### config.mk
export PLATFORM = sky130hd
export DESIGN_NAME = prime_sieve_generator
export DESIGN_NICKNAME = d
export VERILOG_FILES = /design/src/rtl/core/psg_pkg.sv /design/src/rtl/core/psg_mark_ram.sv /design/src/rtl/core/psg_ctrl.sv /design/src/rtl/core/prime_sieve_generator.sv
export SDC_FILE = /design/constraint.sdc
export NUM_CORES = 1
export LEC_CHECK = 0
export BUFFER_PORTS_ARGS = -buffer_cell sky130_fd_sc_hd__buf_2
export CORE_MARGIN = 2
export CORE_UTILIZATION = 27
export DETAILED_ROUTE_END_ITERATION = 7
export HOLD_SLACK_MARGIN = 0.05
export MAX_ROUTING_LAYER = met4
export PLACE_DENSITY = 0.4
export SYNTH_ARGS = -nofsm -noshare
export SYNTH_HDL_FRONTEND = slang
export SYNTH_SLANG_ARGS = --single-unit
### constraint.sdc
create_clock -name clk -period 15.76 [get_ports clk]
set_input_delay 1.576 -clock clk [delete_from_list [all_inputs] [get_ports clk]]
set_output_delay 1.576 -clock clk [all_outputs]
set_load 0.03 [all_outputs]
### src/rtl/core/psg_pkg.sv
// ----------------------------------------------------------------------------
// psg_pkg
// shared constants, types and helpers of the prime sieve generator
// ----------------------------------------------------------------------------
package psg_pkg;

	localparam int MaxLimit   = 256;
	localparam int FirstPrime = 2;
	localparam int LimitInW   = 9;
	localparam int ValueW     = 8;
	localparam int AddrW      = $clog2(MaxLimit);
	localparam int LimitW     = $clog2(MaxLimit + 1);
	localparam int CntW       = LimitW + 1;
	localparam int RootW      = ($clog2(MaxLimit) + 1) / 2 + 1;
	localparam int SqW        = 2 * RootW;

	typedef enum logic [2:0] {
		ST_IDLE,
		ST_CLEAR,
		ST_SV_CHECK,
		ST_SV_WAIT,
		ST_STRIKE,
		ST_SC_READ,
		ST_SC_WAIT,
		ST_FINAL
	} state_t;

	typedef struct packed {
		logic             wr_en;
		logic [AddrW-1:0] wr_addr;
		logic             wr_data;
		logic             rd_en;
		logic [AddrW-1:0] rd_addr;
	} mark_req_t;

	typedef struct packed {
		logic [ValueW-1:0] prime_value;
		logic              found;
		logic              last;
	} result_t;

	function automatic logic [LimitW-1:0] saturate_limit(input logic [LimitInW-1:0] raw);
		logic [LimitW-1:0] res;
		if (raw > LimitInW'(MaxLimit)) begin
			res = LimitW'(MaxLimit);
		end else begin
			res = raw[LimitW-1:0];
		end
		return res;
	endfunction

endpackage

### src/rtl/core/psg_mark_ram.sv
// ----------------------------------------------------------------------------
// psg_mark_ram
// one-bit-per-number mark store, one write and one registered read port
// ----------------------------------------------------------------------------
module psg_mark_ram (
	input  logic              clk,
	input  psg_pkg::mark_req_t req,
	output logic              rd_data
);
	import psg_pkg::*;

	logic mem [MaxLimit];

	always_ff @(posedge clk) begin
		if (req.wr_en) begin
			mem[req.wr_addr] <= req.wr_data;
		end
	end

	always_ff @(posedge clk) begin
		if (req.rd_en) begin
			rd_data <= mem[req.rd_addr];
		end
	end

endmodule

### src/rtl/core/psg_ctrl.sv
// ----------------------------------------------------------------------------
// psg_ctrl
// sequencer: clear pass, strike of multiples, ascending scan with one held prime
// ----------------------------------------------------------------------------
module psg_ctrl (
	input  logic                         clk,
	input  logic                         arst_n,
	input  logic                         req_valid,
	output logic                         req_ready,
	input  logic [psg_pkg::LimitInW-1:0] limit,
	output psg_pkg::mark_req_t           mark_req,
	input  logic                         mark_rd_data,
	output logic                         push_valid,
	input  logic                         push_ready,
	output psg_pkg::result_t             push_data
);
	import psg_pkg::*;

	state_t             state_q, state_d;
	logic [LimitW-1:0]  n_q, n_d;
	logic [CntW-1:0]    cnt_q, cnt_d;
	logic [RootW-1:0]   i_q, i_d;
	logic [ValueW-1:0]  pend_q, pend_d;
	logic               pend_vld_q, pend_vld_d;
	logic [SqW-1:0]     sq;
	logic               sq_below_n;
	logic               cnt_below_n;

	assign sq          = SqW'(i_q) * SqW'(i_q);
	assign sq_below_n  = sq < SqW'(n_q);
	assign cnt_below_n = cnt_q < CntW'(n_q);

	always_ff @(posedge clk or negedge arst_n) begin
		if (!arst_n) begin
			state_q    <= ST_IDLE;
			pend_vld_q <= 1'b0;
		end else begin
			state_q    <= state_d;
			pend_vld_q <= pend_vld_d;
		end
	end

	always_ff @(posedge clk) begin
		n_q    <= n_d;
		cnt_q  <= cnt_d;
		i_q    <= i_d;
		pend_q <= pend_d;
	end

	always_comb begin
		state_d    = state_q;
		n_d        = n_q;
		cnt_d      = cnt_q;
		i_d        = i_q;
		pend_d     = pend_q;
		pend_vld_d = pend_vld_q;
		req_ready  = 1'b0;
		mark_req   = '0;
		push_valid = 1'b0;
		push_data  = '0;

		unique case (state_q)
			ST_IDLE: begin
				req_ready = 1'b1;
				if (req_valid) begin
					n_d        = saturate_limit(limit);
					cnt_d      = '0;
					pend_vld_d = 1'b0;
					state_d    = ST_CLEAR;
				end
			end
			ST_CLEAR: begin
				mark_req.wr_en   = 1'b1;
				mark_req.wr_addr = cnt_q[AddrW-1:0];
				mark_req.wr_data = 1'b1;
				cnt_d            = cnt_q + CntW'(1);
				if (cnt_q == CntW'(MaxLimit - 1)) begin
					i_d     = RootW'(FirstPrime);
					state_d = ST_SV_CHECK;
				end
			end
			ST_SV_CHECK: begin
				if (sq_below_n) begin
					mark_req.rd_en   = 1'b1;
					mark_req.rd_addr = AddrW'(i_q);
					state_d          = ST_SV_WAIT;
				end else begin
					cnt_d   = CntW'(FirstPrime);
					state_d = ST_SC_READ;
				end
			end
			ST_SV_WAIT: begin
				if (mark_rd_data) begin
					cnt_d   = CntW'(sq);
					state_d = ST_STRIKE;
				end else begin
					i_d     = i_q + RootW'(1);
					state_d = ST_SV_CHECK;
				end
			end
			ST_STRIKE: begin
				if (cnt_below_n) begin
					mark_req.wr_en   = 1'b1;
					mark_req.wr_addr = cnt_q[AddrW-1:0];
					mark_req.wr_data = 1'b0;
					cnt_d            = cnt_q + CntW'(i_q);
				end else begin
					i_d     = i_q + RootW'(1);
					state_d = ST_SV_CHECK;
				end
			end
			ST_SC_READ: begin
				if (cnt_below_n) begin
					mark_req.rd_en   = 1'b1;
					mark_req.rd_addr = cnt_q[AddrW-1:0];
					state_d          = ST_SC_WAIT;
				end else begin
					state_d = ST_FINAL;
				end
			end
			ST_SC_WAIT: begin
				if (!mark_rd_data) begin
					cnt_d   = cnt_q + CntW'(1);
					state_d = ST_SC_READ;
				end else if (!pend_vld_q) begin
					pend_d     = cnt_q[ValueW-1:0];
					pend_vld_d = 1'b1;
					cnt_d      = cnt_q + CntW'(1);
					state_d    = ST_SC_READ;
				end else begin
					// held prime goes out once a later one is known
					push_valid            = 1'b1;
					push_data.prime_value = pend_q;
					push_data.found       = 1'b1;
					push_data.last        = 1'b0;
					if (push_ready) begin
						pend_d  = cnt_q[ValueW-1:0];
						cnt_d   = cnt_q + CntW'(1);
						state_d = ST_SC_READ;
					end
				end
			end
			ST_FINAL: begin
				push_valid            = 1'b1;
				push_data.prime_value = pend_vld_q ? pend_q : '0;
				push_data.found       = pend_vld_q;
				push_data.last        = 1'b1;
				if (push_ready) begin
					pend_vld_d = 1'b0;
					state_d    = ST_IDLE;
				end
			end
			default: begin
				state_d = ST_IDLE;
			end
		endcase
	end

endmodule

### src/rtl/core/prime_sieve_generator.sv
// one request at a time; the next is taken once the last result has left the sequencer
// a request runs a clear pass over the whole mark memory, then tests each root and
// strikes its multiples, then scans each number below the limit for marks
// the mark memory has one write and one read port, and the sequencer uses one at a time
// reset: arst_n clears the sequencer state and the result valid flag; the mark memory
// needs no reset since every request clears it first
// ----------------------------------------------------------------------------
// prime_sieve_generator
// sieve of eratosthenes: emits every prime below the requested limit
// ----------------------------------------------------------------------------
module prime_sieve_generator (
	input  logic                         clk,
	input  logic                         arst_n,
	input  logic                         req_valid,
	output logic                         req_ready,
	input  logic [psg_pkg::LimitInW-1:0] limit,
	output logic                         res_valid,
	input  logic                         res_ready,
	output logic [psg_pkg::ValueW-1:0]   prime_value,
	output logic                         found,
	output logic                         last
);
	import psg_pkg::*;

	mark_req_t mark_req;
	logic      mark_rd_data;
	logic      push_valid;
	logic      push_ready;
	result_t   push_data;
	logic      res_valid_q;
	result_t   res_q;

	psg_ctrl u_ctrl (
		.clk          (clk),
		.arst_n       (arst_n),
		.req_valid    (req_valid),
		.req_ready    (req_ready),
		.limit        (limit),
		.mark_req     (mark_req),
		.mark_rd_data (mark_rd_data),
		.push_valid   (push_valid),
		.push_ready   (push_ready),
		.push_data    (push_data)
	);

	psg_mark_ram u_mark_ram (
		.clk     (clk),
		.req     (mark_req),
		.rd_data (mark_rd_data)
	);

	assign push_ready = !res_valid_q || res_ready;

	always_ff @(posedge clk or negedge arst_n) begin
		if (!arst_n) begin
			res_valid_q <= 1'b0;
		end else if (push_valid && push_ready) begin
			res_valid_q <= 1'b1;
		end else if (res_ready) begin
			res_valid_q <= 1'b0;
		end
	end

	always_ff @(posedge clk) begin
		if (push_valid && push_ready) begin
			res_q <= push_data;
		end
	end

	assign res_valid   = res_valid_q;
	assign prime_value = res_q.prime_value;
	assign found       = res_q.found;
	assign last        = res_q.last;

`ifndef SYNTHESIS
	a_busy_after_request: assert property (@(posedge clk) disable iff (!arst_n)
		req_valid && req_ready |=> !req_ready)
		else $error("request taken while previous one still in progress");

	a_not_found_is_last: assert property (@(posedge clk) disable iff (!arst_n)
		res_valid && !found |-> last)
		else $error("empty result not flagged as last");

	a_found_value_range: assert property (@(posedge clk) disable iff (!arst_n)
		res_valid && found |-> prime_value >= ValueW'(FirstPrime))
		else $error("prime value below two");

	a_no_push_while_idle: assert property (@(posedge clk) disable iff (!arst_n)
		req_ready |-> !push_valid)
		else $error("result pushed while idle");
`endif

endmodule
==> results.json, run 1 <==
{
  "result_of_the_run": "complete, no violations",
  "synth_largest_area_cell": "sky130_fd_sc_hd__edfxtp_1",
  "grt_first_pass_wirelength_um": 70630,
  "slew_viol_final": 0,
  "timing.critical_path.required_ns": 16.07,
  "max-clock-path-buffers": 3,
  "fp.dieH_um": 240.6,
  "worstPathBufferInverterCount": 3,
  "die-width_um": 240.6,
  "crit_chain": "inv_1 -> nor2_1 -> nand2_1 -> fa_1 -> inv_1 -> ha_1 -> a31o_2 -> ha_1 -> o211ai_2 -> o21ai_0 -> xor2_1 -> ha_1 -> o21a_1 -> o21ai_0 -> and2b_1 -> o2111a_2 -> nor2_8 -> buf_4 -> mux4_2 -> a32o_1 -> nor4_1 -> a32oi_1 -> a32o_1",
  "clock_tree.root_cell": "sky130_fd_sc_hd__clkbuf_16",
  "postSynthAreaPerCell_um2": 11.36,
  "grt_remaining_overflow": 0,
  "timing.max_slew.rel_slack_pct": 15.80,
  "placement.setup.worst_slack_ns": 8.325,
  "worstSetupEndpointType": "flip-flop",
  "slowest_delay_ns": 0.74,
  "crit_fanout": 52,
  "detail-route-antenna-nets": 0,
  "cellPowerDensity_nw_per_um2": 190.4,
  "ios": 25,
  "worstMarginPinSlew_ns": 1.260,
  "syn-cell-area_um2": 15120,
  "clk_pin_slew_ns": 0.05,
  "worst-endpoint-arrival_ns": 7.78,
  "fmax_mhz": 133.9,
  "path_common_cell": "sky130_fd_sc_hd__ha_1",
  "path_delay_family": "compound AO/OA/AOI/OAI gates",
  "insertion_delay_ns": 0.56,
  "mostFrequentLayoutCell": "sky130_fd_sc_hd__edfxtp_1",
  "routed_via_density": 5.010,
  "die_area_um2": 57890,
  "yosysSeqAreaShare_pct": 60.23,
  "final_cells": 2102,
  "post_cts_hold_buffer_count": 0,
  "finalSetupViolations": 0,
  "num_vias": 10530,
  "critical_path.slowest_cell": "sky130_fd_sc_hd__buf_4",
  "synthDominantCellAreaShare_pct": 59.40,
  "final_cell_mix": "sky130_fd_sc_hd__edfxtp_1 (299), sky130_fd_sc_hd__nor2_1 (298), sky130_fd_sc_hd__nand2_1 (149)",
  "core_um2": 55200,
  "numPlacedInstances": 2040,
  "routabilityCongestion": 0.7912,
  "setup.worst_path.start_class": "flip-flop",
  "synthFlopType": "sky130_fd_sc_hd__edfxtp_1",
  "synth.top_cells.by_area": "sky130_fd_sc_hd__edfxtp_1 (59%), sky130_fd_sc_hd__nor2_1 (7.4%), sky130_fd_sc_hd__nand2_1 (3.7%)",
  "finalPower_mw": 3.262,
  "cts_inserted_buffers": 38,
  "route.detailed.wl_per_inst_um": 22.59,
  "syn_nets": 1380,
  "layout_worst_path_cycle_share_pct": 47.38,
  "synth-warning-count": 0,
  "antenna_found_initial": 0,
  "post-route-min-period_ns": 7.467,
  "area_growth_syn_to_layout_pct": 13.33,
  "htree_num_levels": 2,
  "groute.usage.overall_pct": 17.20,
  "drt_iter0_markers": 962,
  "maxCapViolations": 0,
  "synth-seq-cells": 304,
  "timing_worst_setup_path_type": "flip-flop to flip-flop",
  "fraction_of_final_layout_cells_sized_beyond_drive_strength_1_pct": 10.19,
  "layout_setup_ws_ns": 8.293,
  "vdd_drop_max_uv": 80.74,
  "final_core_utilization_pct": 31.04,
  "io_buffer_count": 24,
  "grt_pass1_vias": 10490,
  "grt_setup_unrepaired": "false",
  "cts_repair_resize_count": 0,
  "p_leak_nw": 5.694,
  "placement_row_count": 86,
  "final_nets": 1381,
  "n_antenna_cell": 0,
  "hp-class": "flip-flop to flip-flop",
  "drc": 0,
  "routed_wl_um": 47480,
  "finalHoldViolCount": 0,
  "asyncSetResetFlopFracSynth_pct": 1.645,
  "netlist-cell-type-count": 81,
  "synth_edf_count": 299,
  "drt_first_pass_iters": 5,
  "cts_tree": "built",
  "place_hpwl_um": 27480,
  "instance_count_of_the_mapped_netlist": 1331,
  "finalClockSkew_ns": 0.02002,
  "grt_start_max_net_pins": 119,
  "clock_sink_count": 304,
  "postCtsSetupBuffers": 0,
  "initial_cell_density_of_the_core_pct": 27.38,
  "setup_tns_ns": 0
}
==> Yosys cell counts (11+ instances only) <==
library cell and instances:
sky130_fd_sc_hd__nand3_1 59, sky130_fd_sc_hd__buf_2 15, sky130_fd_sc_hd__clkbuf_1 63, sky130_fd_sc_hd__and3_1 11
sky130_fd_sc_hd__edfxtp_1 299, sky130_fd_sc_hd__nand2_1 150, sky130_fd_sc_hd__a31oi_1 15, sky130_fd_sc_hd__inv_1 14
sky130_fd_sc_hd__and2_1 24, sky130_fd_sc_hd__mux2i_1 44, sky130_fd_sc_hd__a211oi_1 12, sky130_fd_sc_hd__nor2_1 299
sky130_fd_sc_hd__nor2b_1 22, sky130_fd_sc_hd__mux4_2 11, sky130_fd_sc_hd__ha_1 32, sky130_fd_sc_hd__a21o_1 12
sky130_fd_sc_hd__o21ai_0 24, sky130_fd_sc_hd__a21oi_1 33, sky130_fd_sc_hd__a22oi_1 18, sky130_fd_sc_hd__nand4_1 11
==> registers in the layout (all words and copies together), names as in the netlist <==
signal / count
u_ctrl.pend_q: 8
last: 1
prime_value: 8
res_valid: 1
found: 1
u_ctrl.i_q: 5
u_mark_ram.mem: 256
u_ctrl.cnt_q: 10
u_ctrl.n_q: 9
u_ctrl.state_q: 3
u_mark_ram.rd_data: 1
u_ctrl.pend_vld_q: 1
==> logic make-up (layout without fill, tap and decap cells) <==
family	after synthesis	in the layout	synth area share, %
mux	61	61	5.198
buf+inv	106	129	3.236
compound gates	201	201	9.834
flops	304	304	60.23
simple gates	607	607	17.40
fa+ha+maj	36	36	3.179
xor+xnor	16	16	0.9270
==> final timing paths <==
path | start | to | slack, ns | depth (start not counted)
setup / recovery | u_ctrl.i_q[0] | u_mark_ram.rd_data | 8.29 | 23
min in group asynchronous | arst_n | res_valid | 0.84 | 1
max in group asynchronous | arst_n | u_ctrl.state_q[1] | 14.78 | 1
hold reg to reg | u_ctrl.pend_q[5] | prime_value[5] | 0.52 | 1
setup reg to reg | u_ctrl.i_q[0] | u_mark_ram.rd_data | 8.29 | 23
hold / removal | u_ctrl.pend_q[5] | prime_value[5] | 0.52 | 1
==> per-layer routing <==
layer / wire, um / share of wire [%] / track usage (%) / up-vias
met5: 0 / 0 / - / -
met4: 1551 / 3.3 / 6.211 / 0
met3: 1990 / 4.2 / 2.756 / 90
met2: 21850 / 46 / 26.59 / 247
met1: 22090 / 47 / 22.82 / 5349
li1: - / - / - / 4844
==> where the power goes <==
group / internal (mW) / total [mW] / switching (mW)
Combinational: 0.407 / 1.27 / 0.861
Sequential: 1.06 / 1.15 / 0.0877
Clock: 0.493 / 0.843 / 0.350
==> layout make-up <==
cell class	instances	area [um2]
Clock buffer	47	984.7
Multi-Input combinational cell	921	5537
Sequential cell	304	9104
Clock inverter	15	180.2
Tap cell	748	935.9
Fill cell	5687	38070
Inverter	14	52.55
Timing Repair Buffer	53	337.8
==> metrics by stage <==
| step | hold WS, ns | instance area, um2 |
|---|---|---|
| detailed placement | 0.5022 | 15970 |
| CTS | 0.5154 | 17130 |
| global placement | 0.5013 | 15970 |
| global route | 0.5306 | 17130 |
| finish | 0.5156 | 17130 |
| floorplan | 0.4550 | 15120 |
==> worst reg2reg max path: cells and delay by family, from the launching register on <==
| kind | cells | cell delay (ns) |
|---|---|---|
| AOI/OAI and AO/OA | 9 | 1.86 |
| adders and majority gates | 4 | 1.48 |
| and+or+nand+nor | 5 | 1.44 |
| buffers and inverters | 3 | 1.03 |
| DFF | 1 | 0.66 |
| muxes | 1 | 0.62 |
| xor gates and xnor gates | 1 | 0.13 |
Power figures use the tool's default switching activity.
==> run 2, diff against run 1 <==
==> constraint.sdc (replaced) <==
create_clock -name clk -period 7.4 [get_ports clk]
set_input_delay 0.74 -clock clk [delete_from_list [all_inputs] [get_ports clk]]
set_output_delay 0.74 -clock clk [all_outputs]
set_load 0.03 [all_outputs]
==> run 2 against run 1 <==
  * Utilization up 0.45 points
  * Via count grew 1.2%
  * Setup slack got worse by 7.8 ns
  * Sequential power grew 110%
  * Total power up 120%
  * Count of clock-buffer cells in the layout is the same
  * First-iteration DRC count up 9.0%
  * Largest cell class unchanged
  * Flip-flop and latch count is the same
  * Design area rose by 1.4%
  * Global-route usage rose by 0.22 points
==> results.json, run 2 (synthesis results as in run 1) <==
{
  "postCtsSetupBuffers": 0,
  "pwr-share-comb_pct": 39.1,
  "finalHoldViolCount": 0,
  "layout_setup_ws_ns": 0.4871,
  "vdd_drop_max_uv": 326.8,
  "routed_via_density": 5.006,
  "finalClockSkew_ns": 0.02513,
  "worstSetupEndpointType": "flip-flop",
  "timing_worst_setup_path_type": "flip-flop to flip-flop",
  "power.sequential.fraction_pct": 34.5,
  "area_growth_syn_to_layout_pct": 14.97,
  "insertion_delay_ns": 0.57,
  "fp.dieH_um": 240.6,
  "worst-endpoint-arrival_ns": 7.36,
  "clock_sink_count": 304,
  "worstReg2RegStart": "u_ctrl.i_q[1]",
  "core_um2": 55200,
  "antenna_found_initial": 0,
  "detail-route-antenna-nets": 0,
  "cellPowerDensity_nw_per_um2": 407.4,
  "final_cell_mix": "sky130_fd_sc_hd__edfxtp_1 (299), sky130_fd_sc_hd__nor2_1 (298), sky130_fd_sc_hd__nand2_1 (149)",
  "largestRegisters": "u_mark_ram.mem (256), u_ctrl.cnt_q (10), u_ctrl.n_q (9)",
  "setup_tns_ns": 0,
  "largest_reg_flops": 256,
  "ios": 25,
  "place_hpwl_um": 29140,
  "max-clock-path-buffers": 3,
  "worstMarginPinSlew_ns": 1.300,
  "routabilityCongestion": 0.7783,
  "grt_start_max_net_pins": 258,
  "post_cts_hold_buffer_count": 1,
  "n_antenna_cell": 0,
  "worst_reg_to_reg_setup_slack_ns": 0.49,
  "drc": 0,
  "power_switching_share_pct": 39.68,
  "result_of_the_run": "complete, no violations",
  "placement.setup.worst_slack_ns": 0.5079,
  "power_switching_mw": 2.810,
  "mostFrequentLayoutCell": "sky130_fd_sc_hd__edfxtp_1",
  "cts_tree": "built",
  "grt_pass1_vias": 10650,
  "final_core_utilization_pct": 31.48,
  "cts_inserted_buffers": 39,
  "worst_flop_to_flop_path_endpoint": "u_mark_ram.rd_data",
  "hp-class": "input pin to flip-flop",
  "dpl_cell_area_um2": 16130,
  "clock_tree.root_cell": "sky130_fd_sc_hd__clkbuf_16",
  "worst_hold_startpoint": "limit[5]",
  "timing.critical_path.required_ns": 7.84,
  "layout_worst_path_cycle_share_pct": 93.42,
  "placement_row_count": 86,
  "power.share.clock_pct": 26.4,
  "die_area_um2": 57890,
  "clk_pin_slew_ns": 0.06,
  "grt_first_pass_wirelength_um": 71420,
  "maxCapViolations": 0,
  "hold_path_end": "u_ctrl.n_q[5]",
  "final_nets": 1398,
  "fmax_mhz": 144.7,
  "io_buffer_count": 24,
  "timing.max_slew.rel_slack_pct": 13.10,
  "cell_internal_pwr_mw": 4.270,
  "drt_first_pass_iters": 7,
  "groute.usage.overall_pct": 17.42,
  "route.detailed.wl_per_inst_um": 22.66,
  "n_fill_cell": 5656,
  "finalPower_mw": 7.080,
  "num_vias": 10650,
  "r2r.worst_path.cells": 22,
  "grt_setup_unrepaired": "false",
  "initial_cell_density_of_the_core_pct": 27.38,
  "fraction_of_final_layout_cells_sized_beyond_drive_strength_1_pct": 11.67,
  "finalSetupViolations": 0,
  "hold_path_depth": 2,
  "crit_fanout": 10,
  "routed_wl_um": 48220,
  "post-route-min-period_ns": 6.913,
  "cts_repair_resize_count": 0,
  "die-width_um": 240.6,
  "htree_num_levels": 2,
  "top_register": "u_mark_ram.mem",
  "setup.worst_path.start_class": "flip-flop",
  "stdcell_area_um2": 17380,
  "drt_iter0_markers": 1049,
  "p_leak_nw": 5.832,
  "slew_viol_final": 0,
  "grt_remaining_overflow": 0
}
## run 2: changes by cell type in the layout (fill, tap and decap cells not counted), sizes merged
| cell | change |
|---|---|
| clkinv | +11 |
| clkinvlp | -1 |
| dlygate4sd3 | +1 |
| buf | +15 |
## run 2: cell type report
type | instances | area, um2 | area share [%]
flip-flops and latches | 304 | 9104 | 52.39
multi-input cells | 921 | 5547 | 31.92
clock buffers | 47 | 1006 | 5.789
well taps | 748 | 935.9 | 5.386
repair buffers | 69 | 498.0 | 2.866
clock inverters | 25 | 235.2 | 1.354
inverters | 14 | 52.55 | 0.3024
## run 2: through the flow
| step | hold slack (ns) | std cells |
|---|---|---|
| floorplan | 0.4444 | 1331 |
| global placement | 0.5013 | 2055 |
| detailed placement | 0.5059 | 2055 |
| CTS | 0.4494 | 2128 |
| global route | 0.4634 | 2128 |
| finish | 0.4782 | 2128 |
## run 2: worst max path at each step
stage	startpoint	depth (start not counted)	end	slack, ns
finish	u_ctrl.i_q[1]	22	u_mark_ram.rd_data	0.49
global route	u_ctrl.i_q[1]	23	u_mark_ram.rd_data	0.08
CTS	u_ctrl.i_q[1]	23	u_mark_ram.rd_data	0.51
detailed placement	u_ctrl.i_q[1]	23	u_mark_ram.rd_data	0.51
global placement	u_ctrl.i_q[1]	22	u_mark_ram.rd_data	0.57
floorplan	u_ctrl.state_q[0]	15	u_ctrl.cnt_q[9]	0.43
## run 2: power groups by stage
stage / Sequential, mW / Combinational (mW) / Clock, mW
detailed placement: 2.47 / 2.78 / 0
global route: 2.46 / 3.03 / 1.98
finish: 2.44 / 2.77 / 1.87
floorplan: 2.40 / 1.90 / 0
global placement: 2.47 / 2.79 / 0
CTS: 2.44 / 2.79 / 1.92
## run 2: layer usage
| metal | wire length, um | GRT usage [%] | vias up |
|---|---|---|---|
| li1 | - | - | 4895 |
| met1 | 21330 | 22.13 | 5406 |
| met2 | 22870 | 28.05 | 271 |
| met3 | 2621 | 3.111 | 80 |
| met4 | 1391 | 5.891 | 0 |
| met5 | 0 | - | - |
## run 2: critical path, stage by stage, from the launching register on
cell and delay (ns):
sky130_fd_sc_hd__edfxtp_1 0.59, sky130_fd_sc_hd__nand2_1 0.19, sky130_fd_sc_hd__fa_1 0.52, sky130_fd_sc_hd__fa_1 0.52, sky130_fd_sc_hd__inv_1 0.04, sky130_fd_sc_hd__ha_1 0.26, sky130_fd_sc_hd__a31o_2 0.24, sky130_fd_sc_hd__ha_1 0.34
sky130_fd_sc_hd__o211ai_2 0.12, sky130_fd_sc_hd__o21ai_0 0.22, sky130_fd_sc_hd__xor2_1 0.22, sky130_fd_sc_hd__ha_1 0.28, sky130_fd_sc_hd__a22o_1 0.18, sky130_fd_sc_hd__nor4_1 0.18, sky130_fd_sc_hd__o211a_1 0.34, sky130_fd_sc_hd__o211a_2 0.40
sky130_fd_sc_hd__a22oi_2 0.21, sky130_fd_sc_hd__buf_4 0.24, sky130_fd_sc_hd__nor2_1 0.58, sky130_fd_sc_hd__a221oi_1 0.26, sky130_fd_sc_hd__a211oi_1 0.50, sky130_fd_sc_hd__a211o_1 0.24, sky130_fd_sc_hd__a32o_1 0.13
